**src/sv/paar_pkg.sv**
```systemverilog
`timescale 1ns / 1ps
`default_nettype none

package paar_pkg;

    // Field widths of the transaction and configuration ports
    localparam int FUNC_W    = 2;
    localparam int SET_IDX_W = 6;
    localparam int WAY_IDX_W = 3;
    localparam int AGE_W     = 6;
    localparam int QUOTA_W   = 4;
    localparam int CFG_IDX_W = 2;
    localparam int CFG_DAT_W = 6;

    // Operation codes
    localparam logic [FUNC_W-1:0] FUNC_INVALIDATE = 2'd0;
    localparam logic [FUNC_W-1:0] FUNC_TOUCH      = 2'd1;
    localparam logic [FUNC_W-1:0] FUNC_FILL       = 2'd2;
    localparam logic [FUNC_W-1:0] FUNC_VICTIM     = 2'd3;

    // Configuration register indexes
    localparam logic [CFG_IDX_W-1:0] CFG_AGE_MAX        = 2'd0;
    localparam logic [CFG_IDX_W-1:0] CFG_PRESERVE_QUOTA = 2'd1;

    // Reset values of the configuration registers
    localparam logic [AGE_W-1:0]   AGE_MAX_RST = 6'd32;
    localparam logic [QUOTA_W-1:0] QUOTA_RST   = 4'd4;

    typedef enum logic [1:0] {
        ST_CLEAR,
        ST_IDLE,
        ST_EXEC
    } state_t;

endpackage

`default_nettype wire

```
**src/sv/preserve_aware_age_replacement_core.sv**
```systemverilog
// An accepted transaction reads its set row into registers; its result is then registered on m_*.
// Each op reads its set row from the state memories (registered read), then, unless it is
//   a victim search, modifies and writes it back; no new op is taken until the write-back.
// A result waiting on m_* stalls the write-back only while it is still not taken.
// Reset: synchronous, active low; afterwards a clearing pass zeroes every set row in turn,
//   and s_ready stays low until it ends (cfg writes are taken).
`timescale 1ns / 1ps
`default_nettype none

module preserve_aware_age_replacement_core #(
    parameter int WAYS = 8,
    parameter int SETS = 64
) (
    input  wire                                 aclk,
    input  wire                                 aresetn,

    // operation transactions
    input  wire                                 s_valid,
    output logic                                s_ready,
    input  wire  [paar_pkg::FUNC_W-1:0]         s_func,
    input  wire  [paar_pkg::SET_IDX_W-1:0]      s_set_index,
    input  wire  [paar_pkg::WAY_IDX_W-1:0]      s_way_index,
    input  wire                                 s_preserve_flag,

    // result transactions
    output logic                                m_valid,
    input  wire                                 m_ready,
    output logic [paar_pkg::WAY_IDX_W-1:0]      m_victim_way,
    output logic                                m_victim_invalid,
    output logic                                m_victim_preserved,

    // configuration writes
    input  wire                                 cfg_valid,
    output logic                                cfg_ready,
    input  wire  [paar_pkg::CFG_IDX_W-1:0]      cfg_index,
    input  wire  [paar_pkg::CFG_DAT_W-1:0]      cfg_data
);

    localparam int AGE_W  = paar_pkg::AGE_W;
    localparam int SET_W  = (SETS > 1) ? $clog2(SETS) : 1;
    localparam int WAY_AW = $clog2(WAYS);
    localparam int TREE_P = 1 << WAY_AW;
    localparam int NODES  = 2 * TREE_P - 1;
    localparam int CNT_W  = $clog2(WAYS + 1);

    typedef logic [WAYS-1:0][AGE_W-1:0] age_row_t;
    typedef logic [WAYS-1:0]            pres_row_t;

    // ------------------------------------------------------------------
    // Configuration registers; always ready, unknown indexes are dropped
    // ------------------------------------------------------------------
    logic [AGE_W-1:0]             age_max_reg;
    logic [paar_pkg::QUOTA_W-1:0] quota_reg;

    assign cfg_ready = 1'b1;

    always_ff @(posedge aclk) begin
        if (!aresetn) begin
            age_max_reg <= paar_pkg::AGE_MAX_RST;
            quota_reg   <= paar_pkg::QUOTA_RST;
        end else if (cfg_valid && cfg_ready) begin
            case (cfg_index)
                paar_pkg::CFG_AGE_MAX:        age_max_reg <= cfg_data[AGE_W-1:0];
                paar_pkg::CFG_PRESERVE_QUOTA: quota_reg   <= cfg_data[paar_pkg::QUOTA_W-1:0];
                default: ;
            endcase
        end
    end

    // ------------------------------------------------------------------
    // Control state
    // ------------------------------------------------------------------
    paar_pkg::state_t state_reg, state_next;
    logic [SET_W-1:0] clr_cnt_reg, clr_cnt_next;
    logic             m_valid_reg;
    logic             s_fire;
    logic             exec_go;
    logic             clr_last;

    assign s_fire   = s_valid && s_ready;
    assign clr_last = (clr_cnt_reg == SET_W'(SETS - 1));

    // Write back only when the output register can take the result
    assign exec_go = (state_reg == paar_pkg::ST_EXEC) && (!m_valid_reg || m_ready);

    always_ff @(posedge aclk) begin
        if (!aresetn) begin
            state_reg   <= paar_pkg::ST_CLEAR;
            clr_cnt_reg <= '0;
        end else begin
            state_reg   <= state_next;
            clr_cnt_reg <= clr_cnt_next;
        end
    end

    always_comb begin
        state_next   = state_reg;
        clr_cnt_next = clr_cnt_reg;
        s_ready      = 1'b0;
        case (state_reg)
            paar_pkg::ST_CLEAR: begin
                // sweep one set row per cycle
                clr_cnt_next = clr_cnt_reg + SET_W'(1);
                if (clr_last) begin
                    state_next   = paar_pkg::ST_IDLE;
                    clr_cnt_next = '0;
                end
            end
            paar_pkg::ST_IDLE: begin
                s_ready = 1'b1;
                if (s_valid) begin
                    state_next = paar_pkg::ST_EXEC;
                end
            end
            paar_pkg::ST_EXEC: begin
                if (exec_go) begin
                    state_next = paar_pkg::ST_IDLE;
                end
            end
            default: begin
                state_next = paar_pkg::ST_IDLE;
            end
        endcase
    end

    // ------------------------------------------------------------------
    // Capture the operation at acceptance
    // ------------------------------------------------------------------
    logic [SET_W+paar_pkg::SET_IDX_W-1:0] set_ext;
    logic [SET_W-1:0]                     rd_addr;
    logic [WAY_AW+paar_pkg::WAY_IDX_W-1:0] way_ext;

    assign set_ext = {{SET_W{1'b0}}, s_set_index};
    assign rd_addr = set_ext[SET_W-1:0];
    assign way_ext = {{WAY_AW{1'b0}}, s_way_index};

    logic [paar_pkg::FUNC_W-1:0] func_reg;
    logic [SET_W-1:0]            set_reg;
    logic                        set_ok_reg;
    logic [WAY_AW-1:0]           way_reg;
    logic                        way_ok_reg;
    logic                        pbit_reg;

    always_ff @(posedge aclk) begin
        if (s_fire) begin
            func_reg   <= s_func;
            set_reg    <= rd_addr;
            set_ok_reg <= (32'(s_set_index) < SETS);
            way_reg    <= way_ext[WAY_AW-1:0];
            way_ok_reg <= (32'(s_way_index) < WAYS);
            pbit_reg   <= s_preserve_flag;
        end
    end

    // ------------------------------------------------------------------
    // State memories: one row per set, registered read, one write port
    // ------------------------------------------------------------------
    age_row_t  mem_age  [SETS];
    pres_row_t mem_pres [SETS];
    age_row_t  age_rd_reg;
    pres_row_t pres_rd_reg;

    logic             mem_we;
    logic [SET_W-1:0] mem_waddr;
    age_row_t         mem_wage;
    pres_row_t        mem_wpres;
    age_row_t         upd_age;
    pres_row_t        upd_pres;

    always_ff @(posedge aclk) begin
        if (mem_we) begin
            mem_age[mem_waddr]  <= mem_wage;
            mem_pres[mem_waddr] <= mem_wpres;
        end
        if (s_fire) begin
            age_rd_reg  <= mem_age[rd_addr];
            pres_rd_reg <= mem_pres[rd_addr];
        end
    end

    // Clearing pass owns the write port until it ends
    always_comb begin
        if (state_reg == paar_pkg::ST_CLEAR) begin
            mem_we    = 1'b1;
            mem_waddr = clr_cnt_reg;
            mem_wage  = '0;
            mem_wpres = '0;
        end else begin
            mem_we    = exec_go && set_ok_reg && way_ok_reg
                        && (func_reg != paar_pkg::FUNC_VICTIM);
            mem_waddr = set_reg;
            mem_wage  = upd_age;
            mem_wpres = upd_pres;
        end
    end

    // ------------------------------------------------------------------
    // Row update: invalidate, touch, fill (ages the filled line's class)
    // ------------------------------------------------------------------
    always_comb begin
        upd_age  = age_rd_reg;
        upd_pres = pres_rd_reg;
        case (func_reg)
            paar_pkg::FUNC_INVALIDATE: begin
                upd_age[way_reg] = '0;
            end
            paar_pkg::FUNC_TOUCH: begin
                upd_age[way_reg] = age_max_reg;
            end
            paar_pkg::FUNC_FILL: begin
                upd_pres[way_reg] = pbit_reg;
                for (int w = 0; w < WAYS; w++) begin
                    if ((upd_pres[w] == pbit_reg) && (age_rd_reg[w] > AGE_W'(1))) begin
                        upd_age[w] = age_rd_reg[w] - AGE_W'(1);
                    end
                end
                upd_age[way_reg] = age_max_reg;
            end
            default: ;
        endcase
    end

    // ------------------------------------------------------------------
    // Victim search
    // ------------------------------------------------------------------

    // Oldest way of one preserve class as a compare tree; the left child
    // wins ties, so the lower way is picked.
    function automatic logic [WAY_AW-1:0] oldest_in_class(
        input age_row_t  ages,
        input pres_row_t pres,
        input logic      cls
    );
        logic [AGE_W:0]    key [NODES];
        logic [WAY_AW-1:0] idx [NODES];
        for (int i = 0; i < TREE_P; i++) begin
            if (i < WAYS) begin
                key[TREE_P-1+i] = {pres[i] != cls, ages[i]};
            end else begin
                key[TREE_P-1+i] = '1;
            end
            idx[TREE_P-1+i] = WAY_AW'(i);
        end
        for (int n = TREE_P - 2; n >= 0; n--) begin
            if (key[2*n+1] <= key[2*n+2]) begin
                key[n] = key[2*n+1];
                idx[n] = idx[2*n+1];
            end else begin
                key[n] = key[2*n+2];
                idx[n] = idx[2*n+2];
            end
        end
        return idx[0];
    endfunction

    logic              inv_any;
    logic [WAY_AW-1:0] inv_idx;
    logic [CNT_W-1:0]  pres_cnt;
    logic              unp_any;
    logic [WAY_AW-1:0] pres_old;
    logic [WAY_AW-1:0] unp_old;
    logic [WAY_AW-1:0] pick;
    logic              pick_pres;
    logic [WAY_AW+paar_pkg::WAY_IDX_W-1:0] pick_ext;

    always_comb begin
        inv_any = 1'b0;
        inv_idx = '0;
        for (int i = WAYS - 1; i >= 0; i--) begin
            if (age_rd_reg[i] == '0) begin
                inv_any = 1'b1;
                inv_idx = WAY_AW'(i);
            end
        end
    end

    assign pres_cnt = CNT_W'($countones(pres_rd_reg));
    assign unp_any  = |(~pres_rd_reg);
    assign pres_old = oldest_in_class(age_rd_reg, pres_rd_reg, 1'b1);
    assign unp_old  = oldest_in_class(age_rd_reg, pres_rd_reg, 1'b0);

    always_comb begin
        if (inv_any) begin
            pick = inv_idx;
        end else if (32'(pres_cnt) > 32'(quota_reg)) begin
            pick = pres_old;
        end else if (unp_any) begin
            pick = unp_old;
        end else begin
            pick = '0;
        end
    end

    assign pick_pres = inv_any ? 1'b0 : pres_rd_reg[pick];
    assign pick_ext  = {{paar_pkg::WAY_IDX_W{1'b0}}, pick};

    // ------------------------------------------------------------------
    // Output register; non-victim and out-of-range ops report all zero
    // ------------------------------------------------------------------
    logic [paar_pkg::WAY_IDX_W-1:0] victim_way_reg;
    logic                           victim_invalid_reg;
    logic                           victim_preserved_reg;

    always_ff @(posedge aclk) begin
        if (!aresetn) begin
            m_valid_reg <= 1'b0;
        end else if (exec_go) begin
            m_valid_reg <= 1'b1;
        end else if (m_ready) begin
            m_valid_reg <= 1'b0;
        end
    end

    always_ff @(posedge aclk) begin
        if (exec_go) begin
            if (set_ok_reg && (func_reg == paar_pkg::FUNC_VICTIM)) begin
                victim_way_reg       <= pick_ext[paar_pkg::WAY_IDX_W-1:0];
                victim_invalid_reg   <= inv_any;
                victim_preserved_reg <= pick_pres;
            end else begin
                victim_way_reg       <= '0;
                victim_invalid_reg   <= 1'b0;
                victim_preserved_reg <= 1'b0;
            end
        end
    end

    assign m_valid            = m_valid_reg;
    assign m_victim_way       = victim_way_reg;
    assign m_victim_invalid   = victim_invalid_reg;
    assign m_victim_preserved = victim_preserved_reg;

endmodule

`default_nettype wire

```
**config.mk**
```make
export PLATFORM = sky130hd
export DESIGN_NAME = preserve_aware_age_replacement_core
export DESIGN_NICKNAME = d
export VERILOG_FILES = /design/src/sv/paar_pkg.sv /design/src/sv/preserve_aware_age_replacement_core.sv
export SDC_FILE = /design/constraint.sdc
export NUM_CORES = 2
export LEC_CHECK = 0
export BUFFER_PORTS_ARGS = -buffer_cell sky130_fd_sc_hd__clkbuf_2
export CAP_MARGIN = 30
export CORE_ASPECT_RATIO = 0.8
export CORE_MARGIN = 2
export CORE_UTILIZATION = 50
export DETAILED_ROUTE_END_ITERATION = 10
export PLACE_DENSITY = 0.77
export SYNTH_ARGS = -nofsm -noshare
export SYNTH_HDL_FRONTEND = slang
export SYNTH_SLANG_ARGS = --single-unit
```
**constraint.sdc**
```tcl
create_clock -name aclk -period 7.8 [get_ports aclk]
set_input_delay 1.56 -clock aclk [delete_from_list [all_inputs] [get_ports aclk]]
set_output_delay 1.56 -clock aclk [all_outputs]
set_load 0.005 [all_outputs]
```
# ---- Yosys cells after proc, flatten, opt, wreduce, memory -nomap -nowiden
# Memories as Yosys holds them, arrays and structs flattened. A register that Yosys moved wholly into a read port is not among the register bits.
# Index checks and enable logic that the tools add are counted.
dict set report word_totals {
  ff_bits 36
  mem_bits_rw 3584
  in_bits 25
  out_inout_bits 8
  word_cells 204
  memories 2
}
dict set report op_classes {
  addsub 16
  magnitude_cmp 26
  eq_ne 19
  muxes 86
  n_bitwise 12
  n_reduce_logical 31
}
# name depth width rd rd_clocked_by_memory_dff write_ports line_no
set mem_list {}
lappend mem_list {mem_age 64 48 1 1 1 preserve_aware_age_replacement_core.sv:158} ;# age_row_t mem_age [SETS];
lappend mem_list {mem_pres 64 8 1 1 1 preserve_aware_age_replacement_core.sv:159} ;# pres_row_t mem_pres [SETS];
# operator n
set op_table {}
lappend op_table {{case mux 48 bit (3 select lines)} 1}
lappend op_table {{two-way mux 6 bit} 19}
lappend op_table {{<= comparator 7 bit} 14}
lappend op_table {{bitwise mux 48 bit} 2}
lappend op_table {{two-way mux 7 bit} 12}
lappend op_table {{two-way mux 3 bit} 17}
lappend op_table {{bitwise AND 48 bit} 1}
lappend op_table {{greater-than comparator 6 x 1 -> 1 bit, second input constant} 8}
lappend op_table {{logical NOT 6 bit} 8}
lappend op_table {{two-way mux 48 bit} 1}
lappend op_table {{NOT 48 bit} 1}
lappend op_table {{subtractor 6 x 1 -> 6 bit, second input constant} 8}
lappend op_table {{two-way mux 1 bit} 24}
lappend op_table {{demux 6 bit (select 3 bit)} 1}
lappend op_table {{two-way mux 8 bit} 2}
lappend op_table {{logical AND 1 bit} 12}
lappend op_table {{NOT 1 bit} 9}
lappend op_table {{adder 1 x 1 -> 2 bit} 4}
lappend op_table {{bitwise mux 8 bit} 1}
lappend op_table {{== test 1 bit} 8}
lappend op_table {{less-than comparator 3 x 4 -> 1 bit, second input constant} 2}
lappend op_table {{!= test 2 bit, second input constant} 4}
lappend op_table {{NOT 8 bit} 1}
lappend op_table {{OR reduction 8 bit} 1}
lappend op_table {{19 further kinds} 29}

# ---- Longest topological paths before layout
dict set report depth {
  depth_word 12
  depth_mapped 27
  ltp_nobuf 26
}

# ---- Worst setup path after synthesis
# OpenSTA, ideal clock, no wires.
dict set report synth_path {
  path_kind {register to register}
  startpoint {register age_rd_reg[33] (netlist name), read port of mem_age}
  endpoint {memory mem_age[0][33] (netlist name) (data pin)}
  setup_time_ps 864
  arrival_ps 5057
  required_time_ps 6936
  slack_ps 1879
  stages_incl_launch_ff 10
  n_path_buf 0
  synth_period_minus_slack_ps 5921
  path_cell_list {edfxtp_1 -> nor4_1 -> o21a_1 -> a21oi_1 -> and4_1 -> nand2_1 -> nor3_1 -> a21oi_1 -> o21ai_0 -> nor4_1}
}
# element line_no
set synth_lines {}
lappend synth_lines {{start: declaration} preserve_aware_age_replacement_core.sv:160} ;# age_row_t age_rd_reg;
lappend synth_lines {{end: declaration} preserve_aware_age_replacement_core.sv:158}

# ---- Final worst setup path
dict set report layout_path {
  startpoint {register pres_rd_reg[6], read port of mem_pres}
  endpoint {register victim_preserved_reg, in the netlist m_victim_preserved (data pin)}
}
dict set report layout_via {
  elab_chain_cells 11
  word_cells_on_any_way 28
  cone_classes {add/sub (3); order compare (7); mux (15); bitwise (2); reduce/logical (1)}
}
# element line_no
set layout_rtl {}
lappend layout_rtl {{start: declaration} preserve_aware_age_replacement_core.sv:161} ;# pres_row_t pres_rd_reg;
lappend layout_rtl {{<= comparator 7 bit / NOT 1 bit (equally long branches)} {preserve_aware_age_replacement_core.sv:245, preserve_aware_age_replacement_core.sv:238}}
lappend layout_rtl {{two-way mux 7 bit / <= comparator 7 bit (equally long branches)} preserve_aware_age_replacement_core.sv:245} ;# if (key[2*n+1] <= key[2*n+2]) begin
lappend layout_rtl {{<= comparator 7 bit / two-way mux 7 bit (equally long branches)} preserve_aware_age_replacement_core.sv:245}
lappend layout_rtl {{two-way mux 7 bit / <= comparator 7 bit (equally long branches)} preserve_aware_age_replacement_core.sv:245}
lappend layout_rtl {{<= comparator 7 bit / two-way mux 7 bit (equally long branches)} preserve_aware_age_replacement_core.sv:245}
lappend layout_rtl {{two-way mux 3 bit / <= comparator 7 bit (equally long branches)} preserve_aware_age_replacement_core.sv:245}
lappend layout_rtl {{two-way mux 3 bit, on equally long branches} {preserve_aware_age_replacement_core.sv:287, preserve_aware_age_replacement_core.sv:245}}
lappend layout_rtl {{two-way mux 3 bit} preserve_aware_age_replacement_core.sv:285} ;# end else if (32'(pres_cnt) > 32'(quota_reg)) begin
lappend layout_rtl {{two-way mux 3 bit} preserve_aware_age_replacement_core.sv:283} ;# if (inv_any) begin
lappend layout_rtl {{binary-select mux 1 bit (select 3 bit) *} preserve_aware_age_replacement_core.sv:294} ;# assign pick_pres = inv_any ? 1'b0 : pres_rd_reg[pick];
lappend layout_rtl {{two-way mux 1 bit (not written as such) *} preserve_aware_age_replacement_core.sv:294}
lappend layout_rtl {{end signal: assignment} preserve_aware_age_replacement_core.sv:319} ;# victim_preserved_reg <= pick_pres;
lappend layout_rtl {{end: declaration} preserve_aware_age_replacement_core.sv:302} ;# logic victim_preserved_reg;
# Mark *: on every way between the ends. The rest lies on a longest branch, timed or not. The select of a mux whose other input is x is not followed.
# A chain may end at the register's enable or synchronous reset.

==> flow_summary_export.csv <==
group,metric,value,unit
run_status,status,"completed",
routing,drcViolationCount,0,
grt,grt_max_degree,119,
synthesis,syn-mean-instance-area,23.1,um^2
timing,tns,0,ns
place,gp_congestion,0.945,
clocking,clkTransAtPathRegs,0.08,ns
worst_setup_path,crit_path_top_delay_cell,"nor2_1",
worst_setup_path,crit_type,"reg -> reg",
clocking,post-cts-setup-buffers,0,
synthesis,synth_edf_count,3657,
power,power,39.7,mW
timing,drv_slew,0,
clocking,cts_made_buffers,338,
routing,dr_total_vias,74100,
timing,worst_pin_slew,1.13,ns
synthesis,seq_area_frac_synth,76.2,%
routing,ant_nets,0,
min_path,hold_depth,2,
timing,fmax,146,MHz
worst_setup_path,worst_path_largest_cell_delay,0.67,ns
floorplanning,die_h,485,um
floorplanning,initial_core_util,50.3,%
finish,final_cells,10700,
finish,drive_gt1_share,30.3,%
finish,syn_to_final_growth,12.9,%
worst_setup_path,worst-path-buf-inv,2,
floorplanning,core_region_area,288000,um^2
place,dpl.cell_count,10100,
power,p_per_area,243,nW/um^2
timing,whs,0.538,ns
routing,wire_per_inst,40.0,um
worst_setup_path,crit_path_cell_trace,"inv_1 -> ha_1 -> and4_1 -> a21boi_0 -> o31ai_1 -> buf_4 -> nor2_1 -> a21oi_1 -> ha_1 -> nand4_1 -> a21oi_1 -> nor3_1 -> nor2_1 -> o21ai_0 -> ha_1 -> nor2b_1 -> o211ai_1 -> a21oi_1 -> o22ai_1 -> nand2b_1 -> o221a_2 -> a21boi_1 -> mux2_2 -> a221oi_2",
synthesis,netlist.top_cell.by_area,"edfxtp_1",
grt,grt_pass1_vias,73500,
timing,finalCriticalPeriod,6.84,ns
worst_setup_path,worstPathArrival,7.55,ns
clocking,htree_levels,5,
synthesis,ys_warn_count,0,
synthesis,yosysMostFrequentCell,"edfxtp_1",
synthesis,async_reset_ff_share,0,%
synthesis,ys_top_cells_by_count,"3657 x edfxtp_1, 1176 x mux4_2, 210 x nor2_1",
floorplanning,fp.dieW,605,um
min_path,min-delay-start,"quota_reg[3]",
synthesis,synth_seq_cells,3676,
grt,grt_remaining_overflow,0,
grt,track_usage,29.2,%
worst_setup_path,required,8.51,ns
timing,setup_viol,0,
timing,fin_skew,0.0626,ns
min_path,whs_endpoint,"quota_reg[3]",
worst_setup_path,crit_family,"compound AO/OA/AOI/OAI gates",
synthesis,syn-cell-area,145000,um^2
finish,final_area,163000,um^2
worst_setup_path,r2r_end,"m_victim_preserved",
routing,viasPerCell,6.94,
worst_setup_path,r2r_slack,0.96,ns
synthesis,syn-instance-count,6272,
power,p_leak,52.0,nW
clocking,hold_buffers,0,
timing,max_slew_margin,24.7,%
synthesis,synth-main-ff-cell,"edfxtp_1",
worst_setup_path,ff2ff_path_depth,24,
clocking,clkSinkCount,3676,
floorplanning,io_pins,33,
clocking,cts_max_path_buffers,4,
timing,period_share,87.6,%
job,cap_viol_max_count,0,
floorplanning,die_area,294000,um^2
place,dpl_cell_area,153000,um^2
floorplanning,rows,176,
clocking,cts_resized,0,
worst_setup_path,r2r-start,"pres_rd_reg[6]",
routing,wl,427000,um
clocking,clock_latency,0.92,ns
timing,finalHoldViolations,0,
synthesis,synth_cell_types,72,
clocking,cts_tree,"built",
worst_setup_path,end_kind,"flip-flop",
finish,largest_register_ffs,3072,
place,dp_hpwl,224000,um
finish,final_nets,6718,
grt,grt_pass1_wl,591000,um
min_path,worstHoldPathType,"reg -> reg",
timing,rsz0062_at_grt,"no",
power,peakVddDrop,0.270,mV
routing,drtIter0Drc,13400,
place,port_buffers,31,
synthesis,synth.area.top_cells,"edfxtp_1 76%, mux4_2 18%, ha_1 0.89%",
routing,dr.pass1.iters,6,
clocking,cts-root-buf,"clkbuf_16",
worst_setup_path,cp_max_fo,15,
synthesis,syn_nets,6404,
finish,n_antenna_cell,0,
grt,antenna_found_initial,19,
synthesis,synth_top_area_share,75.9,%
worst_setup_path,crit_path_start_kind,"flip-flop",
layer usage:
metal	GRT usage, %	share of wire [%]	up-vias
li1	-	-	27600
met1	41.1	35	38900
met2	43.4	45	6536
met3	7.66	15	1108
met4	13.3	5.5	22
met5	0	0.031	-
cell usage in the layout, fill, tap and decap left out, types with 15 or more instances in the layout:
cell	netlist	final
a211oi_1	19	15
a21oi_1	127	104
a21oi_4	0	23
buf_12	0	81
buf_4	5	173
bufinv_16	0	28
clkbuf_1	202	60
clkbuf_16	0	346
clkbuf_2	1	25
clkinv_1	1	82
clkinv_2	0	49
dfxtp_1	19	19
edfxtp_1	3657	3657
ha_1	103	103
inv_1	57	56
mux2i_1	20	20
mux4_2	1176	1176
nand2_1	136	136
nand3_1	37	37
nand3b_1	17	17
nand4_1	24	24
nor2_1	210	124
nor2_4	0	86
nor3_1	23	23
nor4_1	16	15
o21ai_0	103	102
kinds of logic after synthesis:
family          after synthesis  synth area share [%]
simple gates                525                  1.66
compound gates              367                  1.55
other cells                   1               0.00259
flops                      3676                  76.2
xor+xnor                     13                0.0787
buf+inv                     380                  1.09
fa+ha+maj                   107                 0.946
mux                        1203                  18.5
layout make-up:
| cell class | instances | area, um^2 |
|---|---|---|
| clock buffers | 407 | 8900 |
| clock inverters | 193 | 1810 |
| fillers | 19900 | 124000 |
| inverters | 58 | 220 |
| multi-input cells | 2216 | 34000 |
| flip-flops and latches | 3676 | 110000 |
| well taps | 3827 | 4790 |
| repair buffers | 296 | 3440 |
power breakdown:
part / switching, mW / internal [mW] / total (mW)
clock network: 7.36 / 9.10 / 16.5
logic: 0.925 / 0.760 / 1.69
registers: 0.0364 / 21.5 / 21.6
total: 8.32 / 31.4 / 39.7
worst min-delay path: stages (launching register included):
cell	delay, ns
dfxtp_1	0.34
mux2i_1	0.07
nor2_1	0.09
how the worst max path moves through the flow:
stage / end / slack, ns / depth (start not counted) / startpoint
floorplan: mem_age[0][33] / 1.88 / 9 / age_rd_reg[33]
global placement: m_victim_preserved / 1.03 / 24 / pres_rd_reg[2]
detailed placement: m_victim_preserved / 1.11 / 24 / pres_rd_reg[6]
CTS: m_victim_preserved / 1.07 / 24 / pres_rd_reg[6]
global route: m_victim_preserved / 0.49 / 24 / pres_rd_reg[6]
finish: m_victim_preserved / 0.96 / 24 / pres_rd_reg[6]
through the flow:
stage,util [%],setup slack [ns]
after floorplan,-,1.88
after global placement,52.8,1.03
after detailed placement,53.0,1.11
after CTS,56.8,1.07
after global routing,56.8,0.489
final,56.8,0.965
(Power assumes the default switching activity.)
